<file path="src/tksi_pkg.sv">
// Shared types, constants and field widths of the top-k sorted insert table.
package tksi_pkg;

  // Default sizing of the table.
  localparam int unsigned CapacityDef = 16;
  localparam int unsigned TagBitsDef  = 16;

  // Field widths of the item channels and the limit register.
  localparam int unsigned ScoreW = 32;
  localparam int unsigned TagW   = 16;
  localparam int unsigned RankW  = 4;
  localparam int unsigned CountW = 5;
  localparam int unsigned LimitW = 5;

  // Limit that the table starts with after reset.
  localparam logic [LimitW-1:0] LimitReset = LimitW'(10);

  // Item kinds.
  typedef enum logic {
    KIND_INSERT = 1'b0,
    KIND_READ   = 1'b1
  } item_kind_e;

  // Controller states.
  typedef enum logic [1:0] {
    ST_IDLE,
    ST_CALC,
    ST_OUT
  } ctl_state_e;

  // Commands from the controller to the datapath.
  typedef struct packed {
    logic load;  // capture the accepted item
    logic exec;  // run the compare and shift, register the result
  } ctl_cmd_t;

endpackage

</file>
<file path="src/tksi_in_if.sv">
// Input item channel: valid, ready and the insert or read request.
interface tksi_in_if;
  logic                                   valid;
  logic                                   ready;
  logic                                   kind;
  logic signed [tksi_pkg::ScoreW-1:0]     new_score;
  logic        [tksi_pkg::TagW-1:0]       new_tag;
  logic        [tksi_pkg::RankW-1:0]      read_rank;

  modport source (output valid, kind, new_score, new_tag, read_rank, input ready);
  modport sink   (input valid, kind, new_score, new_tag, read_rank, output ready);
endinterface

</file>
<file path="src/tksi_out_if.sv">
// Result item channel: valid, ready and the outcome of one item.
interface tksi_out_if;
  logic                                   valid;
  logic                                   ready;
  logic                                   accepted;
  logic        [tksi_pkg::RankW-1:0]      placed_rank;
  logic        [tksi_pkg::CountW-1:0]     entry_count;
  logic                                   read_valid;
  logic signed [tksi_pkg::ScoreW-1:0]     read_score;
  logic        [tksi_pkg::TagW-1:0]       read_tag;

  modport source (output valid, accepted, placed_rank, entry_count, read_valid,
                  read_score, read_tag, input ready);
  modport sink   (input valid, accepted, placed_rank, entry_count, read_valid,
                  read_score, read_tag, output ready);
endinterface

</file>
<file path="src/tksi_ctrl.sv">
// Controller state machine sequencing capture, execution and result handoff.
module tksi_ctrl (
  input  logic               clk_i,
  input  logic               rst_ni,
  input  logic               in_valid_i,
  input  logic               out_ready_i,
  output logic               in_ready_o,
  output logic               out_valid_o,
  output tksi_pkg::ctl_cmd_t cmd_o
);

  tksi_pkg::ctl_state_e state_q, state_d;

  always_ff @(posedge clk_i or negedge rst_ni) begin
    if (!rst_ni) begin
      state_q <= tksi_pkg::ST_IDLE;
    end else begin
      state_q <= state_d;
    end
  end

  always_comb begin
    state_d     = state_q;
    in_ready_o  = 1'b0;
    out_valid_o = 1'b0;
    cmd_o       = '0;
    case (state_q)
      tksi_pkg::ST_IDLE: begin
        in_ready_o = 1'b1;
        if (in_valid_i) begin
          cmd_o.load = 1'b1;
          state_d    = tksi_pkg::ST_CALC;
        end
      end
      tksi_pkg::ST_CALC: begin
        cmd_o.exec = 1'b1;
        state_d    = tksi_pkg::ST_OUT;
      end
      tksi_pkg::ST_OUT: begin
        out_valid_o = 1'b1;
        // The next item may enter in the cycle the waiting result is taken.
        in_ready_o  = out_ready_i;
        if (out_ready_i) begin
          if (in_valid_i) begin
            cmd_o.load = 1'b1;
            state_d    = tksi_pkg::ST_CALC;
          end else begin
            state_d = tksi_pkg::ST_IDLE;
          end
        end
      end
      default: begin
        state_d = tksi_pkg::ST_IDLE;
      end
    endcase
  end

`ifndef NO_ASSERTIONS
  // A captured item is always executed in the following cycle.
  a_load_then_exec: assert property (@(posedge clk_i) disable iff (!rst_ni)
    cmd_o.load |=> cmd_o.exec)
    else $error("captured item was not executed next cycle");

  // Execution always presents a result in the next cycle.
  a_exec_then_valid: assert property (@(posedge clk_i) disable iff (!rst_ni)
    cmd_o.exec |=> out_valid_o)
    else $error("execution did not produce a result");
`endif

endmodule

</file>
<file path="src/tksi_datapath.sv">
// Datapath: sorted slot registers, per-slot compare and shift, read mux, result register.
module tksi_datapath #(
  parameter int unsigned CAPACITY = tksi_pkg::CapacityDef,
  parameter int unsigned TAG_BITS = tksi_pkg::TagBitsDef
) (
  input  logic                                 clk_i,
  input  logic                                 rst_ni,
  input  tksi_pkg::ctl_cmd_t                   cmd_i,
  input  logic                                 cfg_we_i,
  input  logic        [tksi_pkg::LimitW-1:0]   cfg_wdata_i,
  input  logic                                 kind_i,
  input  logic signed [tksi_pkg::ScoreW-1:0]   new_score_i,
  input  logic        [tksi_pkg::TagW-1:0]     new_tag_i,
  input  logic        [tksi_pkg::RankW-1:0]    read_rank_i,
  output logic                                 accepted_o,
  output logic        [tksi_pkg::RankW-1:0]    placed_rank_o,
  output logic        [tksi_pkg::CountW-1:0]   entry_count_o,
  output logic                                 read_valid_o,
  output logic signed [tksi_pkg::ScoreW-1:0]   read_score_o,
  output logic        [tksi_pkg::TagW-1:0]     read_tag_o
);

  localparam int unsigned CW = $clog2(CAPACITY + 1);
  localparam int unsigned WW = (CW > tksi_pkg::LimitW) ? CW : tksi_pkg::LimitW;
  localparam int unsigned TB = (TAG_BITS < tksi_pkg::TagW) ? TAG_BITS : tksi_pkg::TagW;

  // Clamp a written limit to the range one to CAPACITY.
  function automatic logic [CW-1:0] eff_limit(input logic [tksi_pkg::LimitW-1:0] lim);
    logic [WW-1:0] wide;
    wide = WW'(lim);
    if (lim == '0) begin
      return CW'(1);
    end else if (wide > WW'(CAPACITY)) begin
      return CW'(CAPACITY);
    end
    return CW'(lim);
  endfunction

  // Captured item.
  logic                               kind_q;
  logic signed [tksi_pkg::ScoreW-1:0] score_q;
  logic        [TB-1:0]               tag_q;
  logic        [tksi_pkg::RankW-1:0]  rrank_q;

  // Table state.
  logic        [tksi_pkg::LimitW-1:0] limit_q, limit_d;
  logic        [CW-1:0]               count_q, count_d;
  logic signed [tksi_pkg::ScoreW-1:0] slot_score_q [CAPACITY];
  logic signed [tksi_pkg::ScoreW-1:0] slot_score_d [CAPACITY];
  logic        [TB-1:0]               slot_tag_q   [CAPACITY];
  logic        [TB-1:0]               slot_tag_d   [CAPACITY];

  logic [CAPACITY-1:0] keep;
  logic [CW-1:0]       lim_now;
  logic [CW-1:0]       rank;
  logic                is_insert;
  logic                do_insert;

  logic                               rvalid;
  logic signed [tksi_pkg::ScoreW-1:0] rscore;
  logic        [TB-1:0]               rtag;

  always_ff @(posedge clk_i) begin
    if (cmd_i.load) begin
      kind_q  <= kind_i;
      score_q <= new_score_i;
      tag_q   <= new_tag_i[TB-1:0];
      rrank_q <= read_rank_i;
    end
  end

  assign lim_now   = eff_limit(limit_q);
  assign is_insert = (kind_q == tksi_pkg::KIND_INSERT);

  // A slot keeps its entry when it is held and scores at least the new one.
  // Since the table is sorted these slots form a prefix.
  always_comb begin
    for (int i = 0; i < CAPACITY; i++) begin
      keep[i] = (32'(count_q) > i) && (slot_score_q[i] >= score_q);
    end
  end

  always_comb begin
    rank = CW'(CAPACITY);
    for (int i = CAPACITY - 1; i >= 0; i--) begin
      if (!keep[i]) begin
        rank = CW'(i);
      end
    end
  end

  assign do_insert = cmd_i.exec && is_insert && (rank < lim_now);

  // Each slot either keeps its entry, takes the new one, or takes its upper neighbor's.
  for (genvar g = 0; g < CAPACITY; g++) begin : g_slot
    if (g == 0) begin : g_top
      always_comb begin
        slot_score_d[g] = keep[g] ? slot_score_q[g] : score_q;
        slot_tag_d[g]   = keep[g] ? slot_tag_q[g]   : tag_q;
      end
    end else begin : g_rest
      always_comb begin
        if (keep[g]) begin
          slot_score_d[g] = slot_score_q[g];
          slot_tag_d[g]   = slot_tag_q[g];
        end else if (keep[g-1]) begin
          slot_score_d[g] = score_q;
          slot_tag_d[g]   = tag_q;
        end else begin
          slot_score_d[g] = slot_score_q[g-1];
          slot_tag_d[g]   = slot_tag_q[g-1];
        end
      end
    end
    always_ff @(posedge clk_i) begin
      if (do_insert) begin
        slot_score_q[g] <= slot_score_d[g];
        slot_tag_q[g]   <= slot_tag_d[g];
      end
    end
  end

  // Limit register and entry count; a lowered limit drops the lowest entries at once.
  always_comb begin
    limit_d = limit_q;
    count_d = count_q;
    if (cfg_we_i) begin
      limit_d = cfg_wdata_i;
      if (count_q > eff_limit(cfg_wdata_i)) begin
        count_d = eff_limit(cfg_wdata_i);
      end
    end else if (do_insert && (count_q < lim_now)) begin
      count_d = count_q + CW'(1);
    end
  end

  always_ff @(posedge clk_i or negedge rst_ni) begin
    if (!rst_ni) begin
      limit_q <= tksi_pkg::LimitReset;
      count_q <= '0;
    end else begin
      limit_q <= limit_d;
      count_q <= count_d;
    end
  end

  // Read path.
  always_comb begin
    rvalid = !is_insert && (32'(rrank_q) < 32'(count_q));
    rscore = '0;
    rtag   = '0;
    for (int i = 0; i < CAPACITY; i++) begin
      if (rvalid && (32'(rrank_q) == i)) begin
        rscore = slot_score_q[i];
        rtag   = slot_tag_q[i];
      end
    end
  end

  always_ff @(posedge clk_i) begin
    if (cmd_i.exec) begin
      accepted_o    <= do_insert;
      placed_rank_o <= do_insert ? tksi_pkg::RankW'(rank) : '0;
      entry_count_o <= tksi_pkg::CountW'(count_d);
      read_valid_o  <= rvalid;
      read_score_o  <= rscore;
      read_tag_o    <= tksi_pkg::TagW'(rtag);
    end
  end

`ifndef NO_ASSERTIONS
  // The table never holds more entries than the current limit allows.
  a_count_in_limit: assert property (@(posedge clk_i) disable iff (!rst_ni)
    count_q <= lim_now)
    else $error("entry count exceeds the effective limit");

  // The count moves only on an executed item or a limit write.
  a_count_quiet: assert property (@(posedge clk_i) disable iff (!rst_ni)
    !(cmd_i.exec || cfg_we_i) |=> $stable(count_q))
    else $error("entry count changed without cause");

  // An insert grows the table by at most one entry.
  a_count_step: assert property (@(posedge clk_i) disable iff (!rst_ni)
    (cmd_i.exec && !cfg_we_i) |=> (32'(count_q) <= 32'($past(count_q)) + 32'd1))
    else $error("entry count grew by more than one");
`endif

endmodule

</file>
<file path="src/top_k_sorted_insert_table_unit.sv">
// Top level of the top-k sorted insert table: controller, datapath and channel wiring.
//
//   channel   direction  handshake            contents
//   in_if     in         valid / ready        kind, new_score, new_tag, read_rank
//   out_if    out        valid / ready        accepted, placed_rank, entry_count,
//                                             read_valid, read_score, read_tag
//   cfg       in         cfg_we_i (no ready)  table_limit in cfg_wdata_i
//
// An item is captured at acceptance, then the execute state runs the compare and shift over
// all slots in parallel and registers the result, which is shown in the following cycle.
// The capture register and the execute state of the slot array serve one item at a time,
// so the unit takes no new item before the result of the last one is taken, also with a
// sink that is always ready.
// A stalled result holds its value until taken; the next item is accepted in the cycle
// the result leaves. Reset clears the controller, the entry count and sets the limit to
// ten; slot contents are left unset and are never read beyond the count.
module top_k_sorted_insert_table_unit #(
  parameter int unsigned CAPACITY = tksi_pkg::CapacityDef,
  parameter int unsigned TAG_BITS = tksi_pkg::TagBitsDef
) (
  input  logic                          clk_i,
  input  logic                          rst_ni,
  input  logic                          cfg_we_i,
  input  logic [tksi_pkg::LimitW-1:0]   cfg_wdata_i,
  tksi_in_if.sink                       in_if,
  tksi_out_if.source                    out_if
);

  tksi_pkg::ctl_cmd_t cmd;

  // The controller owns the handshakes and tells the datapath when to capture and run.
  tksi_ctrl u_ctrl (
    .clk_i       (clk_i),
    .rst_ni      (rst_ni),
    .in_valid_i  (in_if.valid),
    .out_ready_i (out_if.ready),
    .in_ready_o  (in_if.ready),
    .out_valid_o (out_if.valid),
    .cmd_o       (cmd)
  );

  // The datapath holds the sorted slots, the limit and count, and the result register.
  tksi_datapath #(
    .CAPACITY (CAPACITY),
    .TAG_BITS (TAG_BITS)
  ) u_datapath (
    .clk_i         (clk_i),
    .rst_ni        (rst_ni),
    .cmd_i         (cmd),
    .cfg_we_i      (cfg_we_i),
    .cfg_wdata_i   (cfg_wdata_i),
    .kind_i        (in_if.kind),
    .new_score_i   (in_if.new_score),
    .new_tag_i     (in_if.new_tag),
    .read_rank_i   (in_if.read_rank),
    .accepted_o    (out_if.accepted),
    .placed_rank_o (out_if.placed_rank),
    .entry_count_o (out_if.entry_count),
    .read_valid_o  (out_if.read_valid),
    .read_score_o  (out_if.read_score),
    .read_tag_o    (out_if.read_tag)
  );

endmodule
</file>
<file path="src/flat_wrapper.sv">
// flat-port wrapper written by rule: the top's interface ports become plain ports
module top_k_sorted_insert_table_unit_flat 
#(
  parameter int unsigned CAPACITY = tksi_pkg::CapacityDef,
  parameter int unsigned TAG_BITS = tksi_pkg::TagBitsDef
)
  (clk_i, rst_ni, cfg_we_i, cfg_wdata_i, in_if_valid, in_if_kind, in_if_new_score, in_if_new_tag, in_if_read_rank, in_if_ready, out_if_valid, out_if_accepted, out_if_placed_rank, out_if_entry_count, out_if_read_valid, out_if_read_score, out_if_read_tag, out_if_ready);
  tksi_in_if in_if_i ();
  tksi_out_if out_if_i ();
  input  logic clk_i;
  input  logic rst_ni;
  input  logic cfg_we_i;
  input  logic [tksi_pkg::LimitW-1:0] cfg_wdata_i;
  input wire logic [$bits(in_if_i.valid)-1:0] in_if_valid;
  input wire logic [$bits(in_if_i.kind)-1:0] in_if_kind;
  input wire logic [$bits(in_if_i.new_score)-1:0] in_if_new_score;
  input wire logic [$bits(in_if_i.new_tag)-1:0] in_if_new_tag;
  input wire logic [$bits(in_if_i.read_rank)-1:0] in_if_read_rank;
  output wire logic [$bits(in_if_i.ready)-1:0] in_if_ready;
  output wire logic [$bits(out_if_i.valid)-1:0] out_if_valid;
  output wire logic [$bits(out_if_i.accepted)-1:0] out_if_accepted;
  output wire logic [$bits(out_if_i.placed_rank)-1:0] out_if_placed_rank;
  output wire logic [$bits(out_if_i.entry_count)-1:0] out_if_entry_count;
  output wire logic [$bits(out_if_i.read_valid)-1:0] out_if_read_valid;
  output wire logic [$bits(out_if_i.read_score)-1:0] out_if_read_score;
  output wire logic [$bits(out_if_i.read_tag)-1:0] out_if_read_tag;
  input wire logic [$bits(out_if_i.ready)-1:0] out_if_ready;
  assign in_if_i.valid = in_if_valid;
  assign in_if_i.kind = in_if_kind;
  assign in_if_i.new_score = in_if_new_score;
  assign in_if_i.new_tag = in_if_new_tag;
  assign in_if_i.read_rank = in_if_read_rank;
  assign in_if_ready = in_if_i.ready;
  assign out_if_valid = out_if_i.valid;
  assign out_if_accepted = out_if_i.accepted;
  assign out_if_placed_rank = out_if_i.placed_rank;
  assign out_if_entry_count = out_if_i.entry_count;
  assign out_if_read_valid = out_if_i.read_valid;
  assign out_if_read_score = out_if_i.read_score;
  assign out_if_read_tag = out_if_i.read_tag;
  assign out_if_i.ready = out_if_ready;
  top_k_sorted_insert_table_unit #(.CAPACITY(CAPACITY), .TAG_BITS(TAG_BITS)) u_core (.clk_i(clk_i), .rst_ni(rst_ni), .cfg_we_i(cfg_we_i), .cfg_wdata_i(cfg_wdata_i), .in_if(in_if_i), .out_if(out_if_i));
endmodule
</file>
<file path="config.mk">
export PLATFORM = sky130hd
export DESIGN_NAME = top_k_sorted_insert_table_unit_flat
export DESIGN_NICKNAME = d
export VERILOG_FILES = /design/src/tksi_pkg.sv /design/src/tksi_in_if.sv /design/src/tksi_out_if.sv /design/src/tksi_ctrl.sv /design/src/tksi_datapath.sv /design/src/top_k_sorted_insert_table_unit.sv /design/src/flat_wrapper.sv
export SDC_FILE = /design/constraint.sdc
export NUM_CORES = 2
export LEC_CHECK = 0
export BUFFER_PORTS_ARGS = -buffer_cell sky130_fd_sc_hd__buf_4
export CAP_MARGIN = 15
export CORE_MARGIN = 4
export CORE_UTILIZATION = 40
export DETAILED_ROUTE_END_ITERATION = 7
export PLACE_DENSITY = 0.66
export SYNTH_ARGS = -nofsm -noshare
export SYNTH_HDL_FRONTEND = slang
export SYNTH_SLANG_ARGS = --single-unit
</file>
<file path="constraint.sdc">
create_clock -name clk_i -period 9.1 [get_ports clk_i]
set_input_delay 0.455 -clock clk_i [delete_from_list [all_inputs] [get_ports clk_i]]
set_output_delay 0.455 -clock clk_i [all_outputs]
set_load 0.01 [all_outputs]
</file>
Word level (Yosys, flattened, before mapping)
Memories as Yosys holds them, arrays and structs flattened.
Cells that the tools add are included.
Widths: inputs -> output; s select.
- flip-flop bits (word level): 124
- memory bits (writable): 768
- bits of input ports: 63
- output and inout bits: 61
- word-level logic and storage cells: 255
- memories kept: 2
- add/sub/neg operators: 1
- magnitude comparators: 38
- equality and inequality tests: 19
- multiplexer cells: 140
- bitwise logic cells: 1
- reduce and logical (&&, ||, !) cells: 41
- memory list (name ; depth ; width ; read ports ; clocked after Yosys merged registers in ; write ports ; RTL line ; text):
    u_core.u_datapath.slot_score_q ; 16 ; 32 ; 16 ; 0 ; 16 ; tksi_datapath.sv:48 ; logic signed [tksi_pkg::ScoreW-1:0] slot_score_q [CAPACITY];
    u_core.u_datapath.slot_tag_q ; 16 ; 16 ; 16 ; 0 ; 16 ; tksi_datapath.sv:50 ; logic [TB-1:0] slot_tag_q [CAPACITY];
- operator list (kind ; count):
    $mux 32 ; 47
    $mux 16 ; 47
    $ge 32x32->1 ; 16
    $mux 5 ; 27
    $gt 5x4->1 const B ; 8
    $logic_and 1x1->1 ; 36
    $eq 4x4->1 const B ; 8
    $gt 5x3->1 const B ; 4
    $eq 4x3->1 const B ; 4
    $mux 1 ; 14
    $gt 5x1->1 const B ; 2
    $gt 5x2->1 const B ; 2
    $gt 5x5->1 const B ; 2
    $logic_not 5->1 ; 2
    $lt 5x5->1 ; 2
    $eq 4x2->1 const B ; 2
    $pmux 2 s3 ; 1
    $add 5x1->5 const B ; 1
    $gt 5x5->1 ; 1
    $lt 4x5->1 ; 1
    $eq 4x1->1 const B ; 1
    $logic_not 4->1 ; 1
    $mux 2 ; 2
    $ne 2x2->1 const B ; 2
    other kinds (6) ; 7

Depth between registers and ports, before layout
An unclocked memory read counts as a cell.
- word-level depth: 24
- mapped depth: 24
- gate-level depth less buffers: 22

Modules after synthesis
From an unflattened synthesis, not the netlist that was laid out.
- cell total of the unflattened synthesis: 4521
- area total of the unflattened synthesis: 53512.6 µm²
- by module, submodules not included (module ; times used ; cells an instance ; area each (µm²) ; seq. area each (µm²)):
    tksi_datapath ; 1 ; 4510 ; 53396.2 ; 26678.1
    tksi_ctrl ; 1 ; 11 ; 116.4 ; 50.0

Worst setup path before layout
No wires, ideal clock.
- path kind: register -> register
- from: register u_core.u_datapath.score_q[30] (netlist name)
- to: memory u_core.u_datapath.slot_score_q[0][64] (netlist name) (enable)
- setup time: 0.513 ns
- arrival: 8.225 ns
- required time: 8.587 ns
- path slack: 0.362 ns
- cell stages (with the launch flop): 23
- path buffers: 3
- period minus slack after synthesis: 8.738 ns
- path through: edfxtp_1 > inv_1 > clkbuf_1 > ha_1 > nand4_1 > or2_2 > nor4_1 > a2bb2oi_1 > a2111oi_0 > o21ba_2 > clkbuf_1 > a311oi_1 > a21bo_2 > a31oi_1 > o311a_1 > ha_1 > a21oi_1 > o211ai_1 > o221a_2 > o2111ai_1 > nand3_2 > buf_2 > nor3_1
- RTL lines (item ; RTL line ; text):
    start: declaration ; tksi_datapath.sv:41 ; logic signed [tksi_pkg::ScoreW-1:0] score_q;
    start signal: assignment ; tksi_datapath.sv:66 ; score_q <= new_score_i;
    end: declaration ; tksi_datapath.sv:48 ;

==> summary.md <==
| Metric | Value |
|---|---|
| Hold path depth | 1 |
| Worst r2r src | u_core.u_datapath.score_q[19]$_DFFE_PP_ |
| Initial antenna violation count | 4 |
| Worst setup EP type | register |
| Fill count | 11900 |
| Number of cell rows | 133 |
| ANT cells | 0 |
| Hold/Removal Path Class | input port to register |
| Worst VDD drop | roughly 0.00016 V |
| Number of global-route vias before repair | 39700 |
| Layout area overhead | 13.4% |
| Design Area, Final | 60500 sq um |
| Synth Instances | about 4500 |
| Iter 0 DRT Violations | 4826 |
| Yosys reg bits | 892 |
| Mapped Area | 53400 sq um |
| Worst Hold Path EP | u_core.u_datapath.score_q[16]$_DFFE_PP_ |
| Final worst-path cycle share | 90.6% |
| CORE AREA | roughly 130000 sq um |
| Ratio of cells with drive above 1 in the final layout | 19.2% |
| Predominant post-synthesis flop cell | edfxtp_1 |
| H-tree levels | 3 |
| Setup Crit Path Kind | register to register |
| Remaining global-route overflow | 0 |
| Hold path start | in_if_new_score[16] |
| Die Y | around 370 um |
| Routability Congestion | 0.938 |
| Drc violations | 0 |
| Multi-input combinational cell area | 25600 sq um |
| Post-Syn Nets | 5145 |
| Dominant cell by count in the synthesized netlist | edfxtp_1 |
| Slew Limit Headroom | 21.8% |
| Post-synthesis sequential area ratio | 50.1% |
| Worst path arrival time | roughly 8600 ps |
| CP required | 9450 ps |
| Distinct cell type count after synthesis | 79 |
| Chip width | ~370 um |
| Die area | 139000 sq um |
| Final setup fails | 0 |
| CP max FO | 33 |
| TNS Setup | 0 ps |
| Crit path time final | roughly 8200 ps |
| Largest cells by area after synthesis | edfxtp_1 50%, ha_1 13%, mux2_2 8.6% |
| Clk_lat worst skew | 740 ps |
| Yosys warns | 0 |
| Max Slew Vio Count | 0 |
| CTS tree | yes |
| P_leak | 22.3 nW |
| Remaining antenna violation count after routing | 0 |
| Area after DPL | 56800 sq um |
| First-pass GRT wire length | about 270 mm |
| CP startpoint kind | register |
| Clock Tree Buf Depth | 3 |
| Hold_ws | 37.5 ps |
| Worst R2R End | u_core.u_datapath.slot_score_q[0][209]$_DFFE_PP_ |
| RSZ-0062 raised after global routing | no |
| Layout Utilization | 45.9% |
| Async SR Flop Fraction | 1.35% |
| Via count | 40900 |
| Largest net degree at the start of global routing | 99 |
| Number of vias per cell | approximately 6.3 |
| Number of CTS-inserted buffers | 97 |
| R2R Setup Slk | 850 ps |
| Gr usage total | 25.3% |
| Top cell type's share of synthesized area | 49.5% |
| Hold Vio Cnt, Final | 0 |
| WL/cell | 28.1 um |
| Least-Margin Pin Slew | 1170 ps |
| Clk sinks | approximately 900 |
| Pwr/cell area | 239 nW/um^2 |
| Max Clock Freq | 0.121 GHz |
| Number of I/O pins | 124 |
| Post-synth EDFFs | 880 |
| Worst reg2reg path depth | 22 |
| Root Buffer | clkbuf_16 |
| Max cap viols | 0 |
| Reg area | 26700 sq um |
| PortBufs | between 100 and 150 |
| Cell taking the most area after synthesis | edfxtp_1 |
| DR pass1 iterations | 6 |
| Clk slew on worst S/H paths | 60 ps |
| WL final | 183 mm |
| Status | finished clean |
| Max Clock Skew | 32.8 ps |
| Hpwl dp | 132 mm |
| # nets final | 5291 |
| Post-synth top cells | 880 x edfxtp_1, 548 x nand2_1, 535 x ha_1, 460 x o21ai_0, 409 x mux2_2 |
| Avg Inst Size Synth | 11.7 sq um |
| Initial core utilization | about 40% |
-- power breakdown --
| part | leakage, nW | switching [mW] | internal (mW) |
|---|---|---|---|
| logic | 12.6 | 2.83 | 1.80 |
| clock network | 1.53 | 1.76 | 2.28 |
| registers | 8.17 | 0.409 | 5.39 |
| total | 22.3 | 5.00 | 9.47 |
-- state kept, by name, indices dropped and copies added (netlist names) --
name and flops:
u_core.u_datapath.accepted_o 1, u_core.u_datapath.slot_tag_q 256, u_core.u_datapath.limit_q 5, u_core.u_datapath.score_q 32, u_core.u_datapath.slot_score_q 512, u_core.u_datapath.read_tag_o 16, u_core.u_datapath.read_valid_o 1, u_core.u_datapath.count_q 5
u_core.u_datapath.rrank_q 4, u_core.u_datapath.entry_count_o 5, u_core.u_datapath.tag_q 16, u_core.u_ctrl.state_q 2, u_core.u_datapath.kind_q 1, u_core.u_datapath.placed_rank_o 4, u_core.u_datapath.read_score_o 32
-- per-layer routing --
| layer | vias to the layer above | share of wire (%) | GRT usage (%) |
|---|---|---|---|
| li1 | 18100 | - | - |
| met1 | 20400 | 40 | 33.2 |
| met2 | 2027 | 47 | 41.7 |
| met3 | 421 | 7.7 | 4.02 |
| met4 | 2 | 4.9 | 10.8 |
| met5 | - | 0.0066 | 0 |
-- worst max path at each step --
stage / startpoint / end / slack [ps] / cells after the start
6_report: u_core.u_datapath.score_q[19]$_DFFE_PP_ / u_core.u_datapath.slot_score_q[0][209]$_DFFE_PP_ / 850 / 22
5_1_grt: u_core.u_datapath.score_q[19]$_DFFE_PP_ / u_core.u_datapath.slot_score_q[0][218]$_DFFE_PP_ / 590 / 22
3_5_place_dp: u_core.u_datapath.score_q[19]$_DFFE_PP_ / u_core.u_datapath.slot_score_q[0][209]$_DFFE_PP_ / 1180 / 22
4_1_cts: u_core.u_datapath.score_q[19]$_DFFE_PP_ / u_core.u_datapath.slot_score_q[0][209]$_DFFE_PP_ / 1180 / 22
2_1_floorplan: u_core.u_datapath.score_q[30]$_DFFE_PP_ / u_core.u_datapath.slot_score_q[0][64]$_DFFE_PP_ / 360 / 22
3_3_place_gp: u_core.u_datapath.score_q[19]$_DFFE_PP_ / u_core.u_datapath.slot_score_q[0][209]$_DFFE_PP_ / 1260 / 22
-- cell usage in the layout (no fill, tap or decap), types with 79 or more instances in the layout --
cell,instances
nand2_1,546
edfxtp_1,880
ha_1,535
o21ai_0,460
buf_4,232
mux2_2,409
a21o_1,79
nor2_1,124
clkbuf_16,99
nand4_1,97
a21oi_1,236
-- worst max-delay path: stages, from the launching register on --
cell	delay, ps
edfxtp_1	570
clkinv_1	600
ha_1	570
nand2_1	60
o21ai_0	580
a221oi_1	190
o211ai_1	130
o21ai_0	210
o21ai_0	790
nand2_1	160
nor3b_1	680
nand4_1	360
nor2_1	210
ha_1	260
a211oi_1	240
o211ai_1	170
nor2_1	270
nor2_1	130
inv_1	80
nand3_2	250
inv_2	380
and2_2	460
buf_4	490
-- kinds of logic after synthesis --
kind of cell,after synthesis,share of synthesized area [%]
flip-flops,892,50.1
AO/OA/AOI/OAI,1233,14.6
buffers and inverters,344,2.43
multiplexers,509,11.7
AND/OR/NAND/NOR,1034,8.73
adder cells (fa/ha/maj),535,12.5
-- final cells by class --
cell class / instances / share of cell area [%]
clock inverter: 51 / 0.856
sequential: 892 / 44.2
timing repair buffer: 299 / 4.10
multi-input combinational: 3311 / 42.4
inverter: 92 / 0.571
clock buffer: 127 / 4.32
tap: 1755 / 3.63
-- per-stage QoR --
| stage | instances | setup slack (ps) | total power [mW] |
|---|---|---|---|
| after floorplan | 4547 | 362 | 8.79 |
| after global placement | 6289 | 1260 | 10.3 |
| after detailed placement | 6289 | 1180 | 10.4 |
| after CTS | 6527 | 1180 | 14.4 |
| after global routing | 6527 | 594 | 15.1 |
| final | 6527 | 852 | 14.5 |
-- timing repair --
| action | 4_1_cts | 5_1_grt |
|---|---|---|
| endpoints found under the hold margin | 71 | 0 |
| setup endpoints to repair | 0 | 0 |
| resized for setup | 0 | 0 |
| buffers inserted | 0 | 0 |
| hold buffers | 60 | 0 |
(Power assumes the default switching activity.)
